==> config.mk <==
export PLATFORM = sky130hd
export DESIGN_NAME = byte_register_machine_execute_unit_flat
export DESIGN_NICKNAME = d
export VERILOG_FILES = /design/src/rtl/core/brm_pkg.sv /design/src/rtl/core/brm_if.sv /design/src/rtl/core/brm_regfile.sv /design/src/rtl/core/brm_dmem.sv /design/src/rtl/core/brm_alu.sv /design/src/rtl/core/byte_register_machine_execute_unit.sv /design/src/flat_wrapper.sv
export SDC_FILE = /design/constraint.sdc
export NUM_CORES = 2
export LEC_CHECK = 0
export BUFFER_PORTS_ARGS = -buffer_cell sky130_fd_sc_hd__buf_2
export CELL_PAD_IN_SITES_DETAIL_PLACEMENT = 1
export CELL_PAD_IN_SITES_GLOBAL_PLACEMENT = 2
export CORE_MARGIN = 2
export CORE_UTILIZATION = 45
export DETAILED_ROUTE_END_ITERATION = 10
export PLACE_DENSITY = 0.74
export SLEW_MARGIN = 20
export SYNTH_ARGS = -nofsm -noshare
export SYNTH_HDL_FRONTEND = slang
export SYNTH_SLANG_ARGS = --single-unit
==> constraint.sdc <==
create_clock -name clock -period 19.6 [get_ports clock]
set_clock_uncertainty 0.05 [all_clocks]
set_input_delay 3.92 -clock clock [delete_from_list [all_inputs] [get_ports clock]]
set_output_delay 3.92 -clock clock [all_outputs]
set_load 0.02 [all_outputs]
==> src/rtl/core/brm_pkg.sv <==
// Shared types and codes for the byte register machine execute unit.
// No dependencies; every other file in rtl/core refers to it by scoped name.
package brm_pkg;

   // Register file depth default and machine word sizes
   localparam int REG_COUNT_DEF = 16;
   localparam int INSTR_W       = 16;
   localparam int BYTE_W        = 8;
   localparam int MEM_DEPTH     = 256;
   localparam int MEM_ADDR_W    = 8;

   // Opcodes (instruction bits 15..12)
   typedef enum logic [3:0] {
      OP_LOAD_MEM = 4'h1,
      OP_LOAD_IMM = 4'h2,
      OP_STORE    = 4'h3,
      OP_MOVE     = 4'h4,
      OP_ADD      = 4'h5,
      OP_OR       = 4'h7,
      OP_AND      = 4'h8,
      OP_XOR      = 4'h9
   } opcode_type;

   // Destination kinds reported per transaction
   localparam logic [1:0] DEST_NONE = 2'd0;
   localparam logic [1:0] DEST_REG  = 2'd1;
   localparam logic [1:0] DEST_MEM  = 2'd2;

   // Status codes
   localparam logic STATUS_OK          = 1'b0;
   localparam logic STATUS_UNSUPPORTED = 1'b1;

   // One result item
   typedef struct packed {
      logic [1:0]        dest_kind;
      logic [BYTE_W-1:0] dest_index;
      logic [BYTE_W-1:0] written_value;
      logic              status;
   } result_type;

   // Write request into the data memory
   typedef struct packed {
      logic                  en;
      logic [MEM_ADDR_W-1:0] addr;
      logic [BYTE_W-1:0]     data;
   } mem_wr_type;

endpackage

==> src/rtl/core/brm_if.sv <==
// Valid/ready channel interfaces for instruction and result transactions.
// Depends on brm_pkg for field widths.
interface brm_req_if;
   logic                            valid;
   logic                            ready;
   logic [brm_pkg::INSTR_W-1:0]     instruction;

   modport source (output valid, output instruction, input ready);
   modport sink   (input valid, input instruction, output ready);
endinterface

interface brm_rsp_if;
   logic                            valid;
   logic                            ready;
   logic [1:0]                      dest_kind;
   logic [brm_pkg::BYTE_W-1:0]      dest_index;
   logic [brm_pkg::BYTE_W-1:0]      written_value;
   logic                            status;

   modport source (output valid, output dest_kind, output dest_index,
                   output written_value, output status, input ready);
   modport sink   (input valid, input dest_kind, input dest_index,
                   input written_value, input status, output ready);
endinterface

==> src/rtl/core/brm_regfile.sv <==
// Register file: two registered read ports, one write port, per-entry valid bits.
// Depends on brm_pkg for the byte width.
module brm_regfile #(
   parameter int REG_COUNT = brm_pkg::REG_COUNT_DEF,
   localparam int IDX_W    = $clog2(REG_COUNT)
) (
   input  logic                       clock,
   input  logic                       reset,
   input  logic                       rd_en,
   input  logic [IDX_W-1:0]           rd_addr_a,
   input  logic [IDX_W-1:0]           rd_addr_b,
   output logic [brm_pkg::BYTE_W-1:0] rd_data_a,
   output logic [brm_pkg::BYTE_W-1:0] rd_data_b,
   input  logic                       wr_en,
   input  logic [IDX_W-1:0]           wr_addr,
   input  logic [brm_pkg::BYTE_W-1:0] wr_data
);

   logic [brm_pkg::BYTE_W-1:0] mem_ff [REG_COUNT];
   logic [REG_COUNT-1:0]       valid_ff;
   logic [brm_pkg::BYTE_W-1:0] rd_data_a_ff;
   logic [brm_pkg::BYTE_W-1:0] rd_data_b_ff;

   // Valid bits: an entry never written reads as zero
   always_ff @(posedge clock) begin
      if (reset) begin
         valid_ff <= '0;
      end else if (wr_en) begin
         valid_ff[wr_addr] <= 1'b1;
      end
   end

   // Storage write
   always_ff @(posedge clock) begin
      if (wr_en) begin
         mem_ff[wr_addr] <= wr_data;
      end
   end

   // Registered reads, old data on a same-edge write
   always_ff @(posedge clock) begin
      if (rd_en) begin
         rd_data_a_ff <= valid_ff[rd_addr_a] ? mem_ff[rd_addr_a] : '0;
         rd_data_b_ff <= valid_ff[rd_addr_b] ? mem_ff[rd_addr_b] : '0;
      end
   end

   assign rd_data_a = rd_data_a_ff;
   assign rd_data_b = rd_data_b_ff;

endmodule

==> src/rtl/core/brm_dmem.sv <==
// Data memory: 256 bytes, one registered read port, one write port, valid bits.
// Depends on brm_pkg for sizes and the write request struct.
module brm_dmem (
   input  logic                           clock,
   input  logic                           reset,
   input  logic                           rd_en,
   input  logic [brm_pkg::MEM_ADDR_W-1:0] rd_addr,
   output logic [brm_pkg::BYTE_W-1:0]     rd_data,
   input  brm_pkg::mem_wr_type            wr
);

   logic [brm_pkg::BYTE_W-1:0]    mem_ff [brm_pkg::MEM_DEPTH];
   logic [brm_pkg::MEM_DEPTH-1:0] valid_ff;
   logic [brm_pkg::BYTE_W-1:0]    rd_data_ff;

   // Valid bits cleared at reset stand in for the zeroed contents
   always_ff @(posedge clock) begin
      if (reset) begin
         valid_ff <= '0;
      end else if (wr.en) begin
         valid_ff[wr.addr] <= 1'b1;
      end
   end

   // Storage write
   always_ff @(posedge clock) begin
      if (wr.en) begin
         mem_ff[wr.addr] <= wr.data;
      end
   end

   // Registered read
   always_ff @(posedge clock) begin
      if (rd_en) begin
         rd_data_ff <= valid_ff[rd_addr] ? mem_ff[rd_addr] : '0;
      end
   end

   assign rd_data = rd_data_ff;

endmodule

==> src/rtl/core/brm_alu.sv <==
// Instruction decode and byte ALU: forms the result item from operands.
// Depends on brm_pkg for opcodes, destination codes and the result struct.
module brm_alu (
   input  logic [brm_pkg::INSTR_W-1:0] instruction,
   input  logic [brm_pkg::BYTE_W-1:0]  opa,
   input  logic [brm_pkg::BYTE_W-1:0]  opb,
   input  logic [brm_pkg::BYTE_W-1:0]  mem_data,
   output brm_pkg::result_type         result
);

   logic [3:0]                 nib_r;
   logic [3:0]                 nib_t;
   logic [brm_pkg::BYTE_W-1:0] xy;

   assign nib_r = instruction[11:8];
   assign nib_t = instruction[3:0];
   assign xy    = instruction[7:0];

   // Decode and execute
   always_comb begin
      result.dest_kind     = brm_pkg::DEST_REG;
      result.dest_index    = {4'b0, nib_r};
      result.written_value = '0;
      result.status        = brm_pkg::STATUS_OK;
      case (instruction[15:12])
         brm_pkg::OP_LOAD_MEM: result.written_value = mem_data;
         brm_pkg::OP_LOAD_IMM: result.written_value = xy;
         brm_pkg::OP_STORE: begin
            result.dest_kind     = brm_pkg::DEST_MEM;
            result.dest_index    = xy;
            result.written_value = opa;
         end
         brm_pkg::OP_MOVE: begin
            result.dest_index    = {4'b0, nib_t};
            result.written_value = opa;
         end
         brm_pkg::OP_ADD:   result.written_value = opa + opb;  // wraps mod 256
         brm_pkg::OP_OR:    result.written_value = opa | opb;
         brm_pkg::OP_AND:   result.written_value = opa & opb;
         brm_pkg::OP_XOR:   result.written_value = opa ^ opb;
         default: begin
            result.dest_kind  = brm_pkg::DEST_NONE;
            result.dest_index = '0;
            result.status     = brm_pkg::STATUS_UNSUPPORTED;
         end
      endcase
   end

endmodule

==> src/rtl/core/byte_register_machine_execute_unit.sv <==
// Top level of the byte register machine execute unit.
// Depends on brm_pkg, brm_if, brm_regfile, brm_dmem and brm_alu.
//
// Usage:
//   req_ch carries one 16-bit instruction per transaction; rsp_ch returns
//   exactly one result per instruction, in order: destination kind, index,
//   written value and status. Both channels transfer on valid && ready.
//   The result passes from the execute stage into the output register and,
//   with the receiver ready, transfers from there. Throughput is one
//   instruction per cycle while the receiver keeps up: the register file
//   (two read ports) and data memory (one read port) are read at the
//   accepting edge, the next stage executes and writes back, and a write
//   made at the same edge as a younger read is forwarded to it.
//   An output register parts the channels, so a new instruction is taken
//   while a result waits, up to one instruction in execute and one result
//   held. When the receiver stalls with both full, req_ch.ready drops.
//   Reset clears all registers and the data memory at once (valid bits);
//   the unit accepts instructions as soon as reset is released.
module byte_register_machine_execute_unit #(
   parameter int REG_COUNT = brm_pkg::REG_COUNT_DEF
) (
   input  logic     clock,
   input  logic     reset,
   brm_req_if.sink  req_ch,
   brm_rsp_if.source rsp_ch
);

   localparam int IDX_W = $clog2(REG_COUNT);

   // Forwarding record of the write made at the edge an instruction entered
   typedef struct packed {
      logic                          reg_en;
      logic [IDX_W-1:0]              reg_idx;
      logic                          mem_en;
      logic [brm_pkg::MEM_ADDR_W-1:0] mem_addr;
      logic [brm_pkg::BYTE_W-1:0]    value;
   } fwd_type;

   logic                          accept;
   logic                          ex_fire;
   logic [brm_pkg::INSTR_W-1:0]   req_instr;
   logic [IDX_W-1:0]              rd_addr_a;
   logic [IDX_W-1:0]              rd_addr_b;
   logic [IDX_W-1:0]              ex_addr_a;
   logic [IDX_W-1:0]              ex_addr_b;
   logic [brm_pkg::BYTE_W-1:0]    rf_data_a;
   logic [brm_pkg::BYTE_W-1:0]    rf_data_b;
   logic [brm_pkg::BYTE_W-1:0]    dm_data;
   logic [brm_pkg::BYTE_W-1:0]    opa;
   logic [brm_pkg::BYTE_W-1:0]    opb;
   logic [brm_pkg::BYTE_W-1:0]    mem_op;
   brm_pkg::result_type           ex_result;
   brm_pkg::mem_wr_type           dm_wr;
   logic                          rf_wr_en;
   fwd_type                       cur_wr;

   logic                          ex_valid_ff, ex_valid_in;
   logic [brm_pkg::INSTR_W-1:0]   ex_instr_ff, ex_instr_in;
   fwd_type                       ex_fwd_ff, ex_fwd_in;
   logic                          out_valid_ff, out_valid_in;
   brm_pkg::result_type           out_ff, out_in;

   // Handshake
   assign ex_fire      = ex_valid_ff && (!out_valid_ff || rsp_ch.ready);
   assign req_ch.ready = !ex_valid_ff || ex_fire;
   assign accept       = req_ch.valid && req_ch.ready;
   assign req_instr    = req_ch.instruction;

   // Read port A: register R for a store, otherwise register S; port B is T
   function automatic logic [IDX_W-1:0] port_a_addr(logic [brm_pkg::INSTR_W-1:0] ins);
      port_a_addr = (ins[15:12] == brm_pkg::OP_STORE) ? ins[8 +: IDX_W] : ins[4 +: IDX_W];
   endfunction

   assign rd_addr_a = port_a_addr(req_instr);
   assign rd_addr_b = req_instr[0 +: IDX_W];
   assign ex_addr_a = port_a_addr(ex_instr_ff);
   assign ex_addr_b = ex_instr_ff[0 +: IDX_W];

   brm_regfile #(.REG_COUNT(REG_COUNT)) u_regfile (
      .clock     (clock),
      .reset     (reset),
      .rd_en     (accept),
      .rd_addr_a (rd_addr_a),
      .rd_addr_b (rd_addr_b),
      .rd_data_a (rf_data_a),
      .rd_data_b (rf_data_b),
      .wr_en     (rf_wr_en),
      .wr_addr   (ex_result.dest_index[IDX_W-1:0]),
      .wr_data   (ex_result.written_value)
   );

   brm_dmem u_dmem (
      .clock   (clock),
      .reset   (reset),
      .rd_en   (accept),
      .rd_addr (req_instr[brm_pkg::MEM_ADDR_W-1:0]),
      .rd_data (dm_data),
      .wr      (dm_wr)
   );

   // Forward the write that landed at the same edge as this instruction's read
   always_comb begin
      opa    = (ex_fwd_ff.reg_en && ex_fwd_ff.reg_idx == ex_addr_a) ? ex_fwd_ff.value : rf_data_a;
      opb    = (ex_fwd_ff.reg_en && ex_fwd_ff.reg_idx == ex_addr_b) ? ex_fwd_ff.value : rf_data_b;
      mem_op = (ex_fwd_ff.mem_en &&
                ex_fwd_ff.mem_addr == ex_instr_ff[brm_pkg::MEM_ADDR_W-1:0])
               ? ex_fwd_ff.value : dm_data;
   end

   brm_alu u_alu (
      .instruction (ex_instr_ff),
      .opa         (opa),
      .opb         (opb),
      .mem_data    (mem_op),
      .result      (ex_result)
   );

   // Write back when the executing instruction moves to the output register
   always_comb begin
      rf_wr_en         = ex_fire && (ex_result.dest_kind == brm_pkg::DEST_REG);
      dm_wr.en         = ex_fire && (ex_result.dest_kind == brm_pkg::DEST_MEM);
      dm_wr.addr       = ex_result.dest_index;
      dm_wr.data       = ex_result.written_value;
      cur_wr.reg_en    = rf_wr_en;
      cur_wr.reg_idx   = ex_result.dest_index[IDX_W-1:0];
      cur_wr.mem_en    = dm_wr.en;
      cur_wr.mem_addr  = ex_result.dest_index;
      cur_wr.value     = ex_result.written_value;
   end

   // Next state of execute stage and output register
   always_comb begin
      ex_valid_in  = ex_valid_ff;
      ex_instr_in  = ex_instr_ff;
      ex_fwd_in    = ex_fwd_ff;
      out_valid_in = out_valid_ff;
      out_in       = out_ff;
      if (ex_fire) begin
         ex_valid_in = 1'b0;
      end
      if (accept) begin
         ex_valid_in = 1'b1;
         ex_instr_in = req_instr;
         ex_fwd_in   = cur_wr;
      end
      if (rsp_ch.ready) begin
         out_valid_in = 1'b0;
      end
      if (ex_fire) begin
         out_valid_in = 1'b1;
         out_in       = ex_result;
      end
   end

   always_ff @(posedge clock) begin
      if (reset) begin
         ex_valid_ff  <= 1'b0;
         out_valid_ff <= 1'b0;
      end else begin
         ex_valid_ff  <= ex_valid_in;
         out_valid_ff <= out_valid_in;
      end
      ex_instr_ff <= ex_instr_in;
      ex_fwd_ff   <= ex_fwd_in;
      out_ff      <= out_in;
   end

   // Result channel
   assign rsp_ch.valid         = out_valid_ff;
   assign rsp_ch.dest_kind     = out_ff.dest_kind;
   assign rsp_ch.dest_index    = out_ff.dest_index;
   assign rsp_ch.written_value = out_ff.written_value;
   assign rsp_ch.status        = out_ff.status;

endmodule

==> src/flat_wrapper.sv <==
// flat-port wrapper written by rule: the top's interface ports become plain ports
module byte_register_machine_execute_unit_flat 
#(
   parameter int REG_COUNT = brm_pkg::REG_COUNT_DEF
)
  (clock, reset, req_ch_valid, req_ch_instruction, req_ch_ready, rsp_ch_valid, rsp_ch_dest_kind, rsp_ch_dest_index, rsp_ch_written_value, rsp_ch_status, rsp_ch_ready);
  brm_req_if req_ch_i ();
  brm_rsp_if rsp_ch_i ();
  input  logic clock;
  input  logic reset;
  input wire logic [$bits(req_ch_i.valid)-1:0] req_ch_valid;
  input wire logic [$bits(req_ch_i.instruction)-1:0] req_ch_instruction;
  output wire logic [$bits(req_ch_i.ready)-1:0] req_ch_ready;
  output wire logic [$bits(rsp_ch_i.valid)-1:0] rsp_ch_valid;
  output wire logic [$bits(rsp_ch_i.dest_kind)-1:0] rsp_ch_dest_kind;
  output wire logic [$bits(rsp_ch_i.dest_index)-1:0] rsp_ch_dest_index;
  output wire logic [$bits(rsp_ch_i.written_value)-1:0] rsp_ch_written_value;
  output wire logic [$bits(rsp_ch_i.status)-1:0] rsp_ch_status;
  input wire logic [$bits(rsp_ch_i.ready)-1:0] rsp_ch_ready;
  assign req_ch_i.valid = req_ch_valid;
  assign req_ch_i.instruction = req_ch_instruction;
  assign req_ch_ready = req_ch_i.ready;
  assign rsp_ch_valid = rsp_ch_i.valid;
  assign rsp_ch_dest_kind = rsp_ch_i.dest_kind;
  assign rsp_ch_dest_index = rsp_ch_i.dest_index;
  assign rsp_ch_written_value = rsp_ch_i.written_value;
  assign rsp_ch_status = rsp_ch_i.status;
  assign rsp_ch_i.ready = rsp_ch_ready;
  byte_register_machine_execute_unit #(.REG_COUNT(REG_COUNT)) u_core (.clock(clock), .reset(reset), .req_ch(req_ch_i), .rsp_ch(rsp_ch_i));
endmodule
## After elaboration in Yosys (flattened, before gate mapping)

Memory sizes are Yosys's and may differ from the RTL's. A register that Yosys moved wholly into a read port is not among the register bits.
Cells that the tools add are included.

| storage, ports and cells | value |
|---|---|
| bits in registers | 331 |
| RAM bits | 2,176 |
| bits of input ports | 20 |
| output and inout port bits | 21 |
| word-level logic and storage cells | 92 |
| memories kept | 2 |

Memory list:

| memory | words | bits a word | read ports | clocked after memory_dff | wr ports | RTL line | source |
|---|---|---|---|---|---|---|---|
| u_core.u_dmem.mem_ff | 256 | 8 | 1 | 1 | 1 | brm_dmem.sv:12 | `logic [brm_pkg::BYTE_W-1:0] mem_ff [brm_pkg::MEM_DEPTH];` |
| u_core.u_regfile.mem_ff | 16 | 8 | 2 | 2 | 1 | brm_regfile.sv:19 | `logic [brm_pkg::BYTE_W-1:0] mem_ff [REG_COUNT];` |

| operators by class | value |
|---|---|
| $add $sub $neg | 1 |
| magnitude comparators | 7 |
| eq/ne operators | 14 |
| multiplexer cells | 27 |
| bitwise operators | 5 |
| reductions and logical operators | 22 |

Operators with widths:

| kind | count |
|---|---|
| $or A256 B256 Y256 | 1 |
| $pmux W8 S7 | 1 |
| $mux W8 | 3 |
| $pmux W8 S3 | 1 |
| $lt A8 B9 Y1 const B | 2 |
| $or A16 B16 Y16 | 1 |
| $lt A4 B5 Y1 const B | 3 |
| $mux W1 | 14 |
| $eq A4 B2 Y1 const B | 3 |
| $eq A4 B3 Y1 const B | 3 |
| $logic_and A1 B1 Y1 | 9 |
| $add A8 B8 Y8 | 1 |
| $and A8 B8 Y8 | 1 |
| $bmux W1 S4 | 2 |
| $bmux W1 S8 | 1 |
| $demux W1 S8 | 1 |
| $eq A4 B4 Y1 | 2 |
| $eq A4 B4 Y1 const B | 2 |
| $eq A8 B8 Y1 | 1 |
| $ge A8 B1 Y1 const B | 1 |
| $mux W4 | 2 |
| $or A8 B8 Y8 | 1 |
| $reduce_or A8 Y1 | 1 |
| $xor A8 B8 Y8 | 1 |
| 12 further kinds | 18 |

## Logic depth before layout (Yosys ltp)

| depth | value |
|---|---|
| depth after elaboration | 8 |
| gate-level depth with buffers | 21 |
| mapped depth without buffers | 19 |

## By module

From an unflattened synthesis, not the netlist that was laid out.

| unflattened totals | value |
|---|---|
| cell total of the unflattened synthesis | 5,701 |
| area, all modules | 100,804.2 um^2 |

Modules (own cells, without submodules):

| module | instances | cells each | area an instance (um^2) | sequential area each (um^2) |
|---|---|---|---|---|
| brm_dmem | 1 | 5,013 | 90,096.4 | 66,864.1 |
| brm_regfile | 1 | 373 | 7,121.8 | 4,644.5 |
| byte_register_machine_execute_unit | 1 | 132 | 2,293.4 | 1,631.6 |
| brm_alu | 1 | 183 | 1,292.5 | 0.0 |

## Worst setup path after synthesis

OpenSTA, ideal clock, no wires.

| timing path | value |
|---|---|
| kind | register to register |
| start point | register u_core.ex_instr_ff[15] (netlist name) |
| end point | register u_core.ex_fwd_ff[5] (netlist name), data pin |
| library setup time | 2,327 ps |
| arrival time | 12,583 ps |
| required time | 17,223 ps |
| path slack | 4,640 ps |
| stages on the path, launching flop included | 12 |
| path buffers | 2 |
| period minus slack after synthesis | 14,960 ps |
| cells stage by stage | edfxtp_1 -> buf_2 -> nor2_1 -> nand3_1 -> inv_2 -> buf_2 -> mux2i_1 -> xor2_1 -> nand4_1 -> nor2_4 -> mux2i_1 -> o21ai_0 |

RTL lines:

| item | RTL line | source |
|---|---|---|
| start: declaration | byte_register_machine_execute_unit.sv:58 | `logic [brm_pkg::INSTR_W-1:0] ex_instr_ff, ex_instr_in;` |
| start signal: assignment | byte_register_machine_execute_unit.sv:163 | `ex_instr_ff <= ex_instr_in;` |
| end signal: assignment | byte_register_machine_execute_unit.sv:164 | `ex_fwd_ff <= ex_fwd_in;` |
| end: declaration | byte_register_machine_execute_unit.sv:59 | `fwd_type ex_fwd_ff, ex_fwd_in;` |

## Worst setup path after layout

| timing path | value |
|---|---|
| start point | input port req_ch_instruction[0] |
| end point | register u_core.u_dmem.rd_data_ff, in the netlist u_core.u_dmem.rd_data[2] (read register of u_core.u_dmem.mem_ff), data pin |

| on the way | value |
|---|---|
| cells in the longest elaborated chain, start to end | 3 |

Ends and longest elaborated chain:

| item | RTL line | source |
|---|---|---|
| start: declaration | flat_wrapper.sv:12 | `input wire logic [$bits(req_ch_i.instruction)-1:0] req_ch_instruction;` |
| $bmux W1 S8 | brm_dmem.sv:35 | `rd_data_ff <= valid_ff[rd_addr] ? mem_ff[rd_addr] : '0;` |
| $mux W1 (not written as such) | brm_dmem.sv:35 |  |
| $logic_not A1 Y1 (no line) | - |  |
| end: declaration | brm_dmem.sv:14 | `logic [brm_pkg::BYTE_W-1:0] rd_data_ff;` |

Parallel ways exist; a longest one is shown, timed or not. The select of a mux whose other input is x is not followed.
A chain may end at the register's enable or synchronous reset.

==> reports/metrics.csv <==
metric,value,unit
status,completed,
cp.arrival,9420,ps
core_area,224200,um^2
synthCells,5612,
reg2reg_slack,12470,ps
yosys-top-cells-area,"edfxtp_1, mux4_2, dfxtp_1",
fp.dieW,478.3,um
synth_top_family_by_area,multiplexers,
final_cell_mix,"edfxtp_1, nor2_1, mux4_2",
hp-start,u_core.u_dmem.valid_ff[19]$_SDFFE_PP0P_,
grt_start_max_net_pins,214,
io_pins,41,
crit_family,buffers and inverters,
relSlewSlack,0.2058,
pwr-share-seq,0.508,
powerDensity,105.2,nW/um^2
muxShareOfSynthArea,0.1591,
routed_wirelength,298.5,mm
min_to,u_core.u_dmem.valid_ff[19]$_SDFFE_PP0P_,
p_comb_frac,0.066,
cp_max_fo,92,
grt_first_pass_wirelength,428.8,mm
post_cts_buffers,0,
clockPowerShare,0.425,
clock_tree.buffer_depth,4,
ys_ff_latch,2527,
drtAntennaViolNets,0,
p_leak,36.35,nW
synth_area_per_cell,18.04,um^2
drt-pass1-iter-count,5,
hold_class,reg2reg,
setup_tns,0,ps
ctsHoldBuffers,0,
finalMaxSlewViolations,0,
grt_pass1_vias,56660,
setup_viol,0,
antenna_found_initial,16,
crit_path_end_kind,flip-flop,
fp.dieArea,228800,um^2
rows,174,
dp_hpwl,175.8,mm
clk_pin_slew,60,ps
die_y,478.3,um
post-place-ws,9789,ps
grt_usage,0.2595,
ys.flop_type,edfxtp_1,
crit_buf_inv,5,
synth_compound_area_frac,0.04536,
final_layout_size_suffix_gt1_frac,0.1996,
whs_path_depth,2,
numCtsBuffers,282,
dr.first_iter.drc_count,6347,
hold_violations,0,
place.gp.congestion,0.8307,
vias,55510,
yosysTopAreaCell,edfxtp_1,
synth_edf_count,2253,
regToRegEndpoint,u_core.u_dmem.mem_ff[248][2]$_DFFE_PP_,
layout_min_cycle_time,8804,ps
final_nets,5728,
fillCellCount,20500,
clock_sinks,2527,
final_common_cell,edfxtp_1,
cap_violations,0,
cp_cell_sequence,buf_8 -> buf_12 -> buf_4 -> buf_4 -> buf_4 -> mux4_2 -> mux4_2 -> nor2_1 -> a21oi_1 -> nor3_1 -> nor4_1 -> o31a_1,
worst_path_most_repeated_cell,buf_4,
yosysSeqAreaShare,0.7225,
clkLatencyLatePin,930,ps
remaining_drc_errors,0,
crit_path_top_delay_cell,buf_4,
tightestPinTransition,1191,ps
fmax,113.6,MHz
cts_tree,done,
synth_fa_ha_area_frac,0.002175,
p_total,11.84,mW
irDropWorstVdd,102.9,uV
crit_type,in2reg,
synthDistinctLibCells,85,
ys_async_sr_fraction,0,
grt_overflow_total,0,
placed_area,103900,um^2
p_int,9.126,mW
reg2reg_depth,18,
initial_core_util,0.4514,
yosysTopAreaCellShare,0.6683,
rsz0062_at_grt,no,
timing.final.ws_setup,10800,ps
yosysWarnings,0,
period_share,0.4492,
syn_area,101200,um^2
r2r-start,u_core.ex_instr_ff[12]$_DFFE_PP_,
critPathMaxStageDelay,800,ps
cp-start-kind,primary input,
synth_xor_area_frac,0.001471,
synthSimpleGateAreaFrac,0.04225,
area_growth,11.16,%
p_sw_frac,0.2295,
routedWlPerCell,33.62,um
p_sw,2.718,mW
critPathRequiredTime,20220,ps
vias_per_cell,6.252,
syn-num-nets,5649,
multiInputGateArea,25590,um^2
ctsRootBufferMaster,clkbuf_16,
port-buffer-count,40,
seqCellArea,73140,um^2
cts_resized,0,
fin_area,112500,um^2
cts_max_level,5,
hold_ws,411.8,ps
[per-stage QoR]
step	util	std cells
final	0.5018	8879
after global routing	0.5018	8876
after CTS	0.5013	8872
after detailed placement	0.4632	8397
after global placement	0.4631	8396
after floorplan	-	5612
[power by group through the flow]
stage	combinational, mW	sequential, mW	clock [mW]
finish	0.787	6.02	5.04
global route	0.827	6.02	5.30
CTS	0.784	6.02	5.10
detailed placement	0.783	6.13	0
global placement	0.759	6.13	0
floorplan	0.450	6.24	0
[cells by family (layout without fill, tap and decap cells)]
kind of cell               Yosys count  after routing
muxes                              894            894
and+or+nand+nor                   1032           1032
DFF                               2527           2527
adders and majority gates           17             17
other                                0              5
buffers and inverters              404            674
xor gates and xnor gates            17             17
AOI/OAI and AO/OA                  721            721
[routing by layer]
| metal | global-route usage | wire [um] | up-vias |
|---|---|---|---|
| li1 | - | - | 22670 |
| met1 | 0.3698 | 124000 | 29900 |
| met2 | 0.4067 | 140900 | 2457 |
| met3 | 0.05044 | 24360 | 484 |
| met4 | 0.07780 | 9221 | 8 |
| met5 | 0 | 59 | - |
[registers in the layout, indices dropped and copies added (netlist names), 16 cells and up]
signal,cells
u_core.u_dmem.mem_ff,2048
u_core.u_dmem.valid_ff,256
u_core.u_regfile.mem_ff,128
u_core.ex_fwd_ff,18
u_core.ex_instr_ff,16
u_core.u_regfile.valid_ff,16
[cell usage after synthesis (15+ instances only)]
cell,number
nor2_1,616
inv_1,27
o22ai_1,52
buf_6,25
mux2i_1,320
buf_1,17
nand2_1,228
buf_2,113
nand3_1,35
buf_4,17
edfxtp_1,2253
ha_1,16
and3_1,27
o21ai_0,22
mux4_1,15
nor2_2,18
mux4_2,550
a21oi_1,383
dfxtp_1,274
buf_12,26
a31oi_1,15
o221ai_1,122
nor3_1,48
a211oi_1,15
buf_8,29
clkbuf_1,130
[worst max path at each step]
| stage | start | to | cells past startpoint |
|---|---|---|---|
| after floorplan | u_core.ex_instr_ff[15]$_DFFE_PP_ | u_core.ex_fwd_ff[5]$_DFFE_PP_ | 11 |
| after global placement | req_ch_instruction[0] | u_core.u_dmem.rd_data[2]$_SDFFCE_PN0P_ | 12 |
| after detailed placement | req_ch_instruction[0] | u_core.u_dmem.rd_data[2]$_SDFFCE_PN0P_ | 12 |
| after CTS | req_ch_instruction[0] | u_core.u_dmem.rd_data[2]$_SDFFCE_PN0P_ | 12 |
| after global routing | req_ch_instruction[0] | u_core.u_dmem.rd_data[2]$_SDFFCE_PN0P_ | 12 |
| final | req_ch_instruction[0] | u_core.u_dmem.rd_data[2]$_SDFFCE_PN0P_ | 12 |
[area by class of cell]
cell class,instances,share of cell area
sequential,2527,0.6500
multi-input combinational,2681,0.2274
clock buffer,348,0.06641
tap,2992,0.03327
timing repair buffer,164,0.01188
clock inverter,127,0.009596
inverter,35,0.001301
antenna,5,0.0001112
[worst min-delay path, stage by stage, from the launching register on]
cell,delay (ps)
dfxtp_1,320
a21oi_1,40
nor2_1,70
No activity file was read; power rests on OpenSTA's default activity.
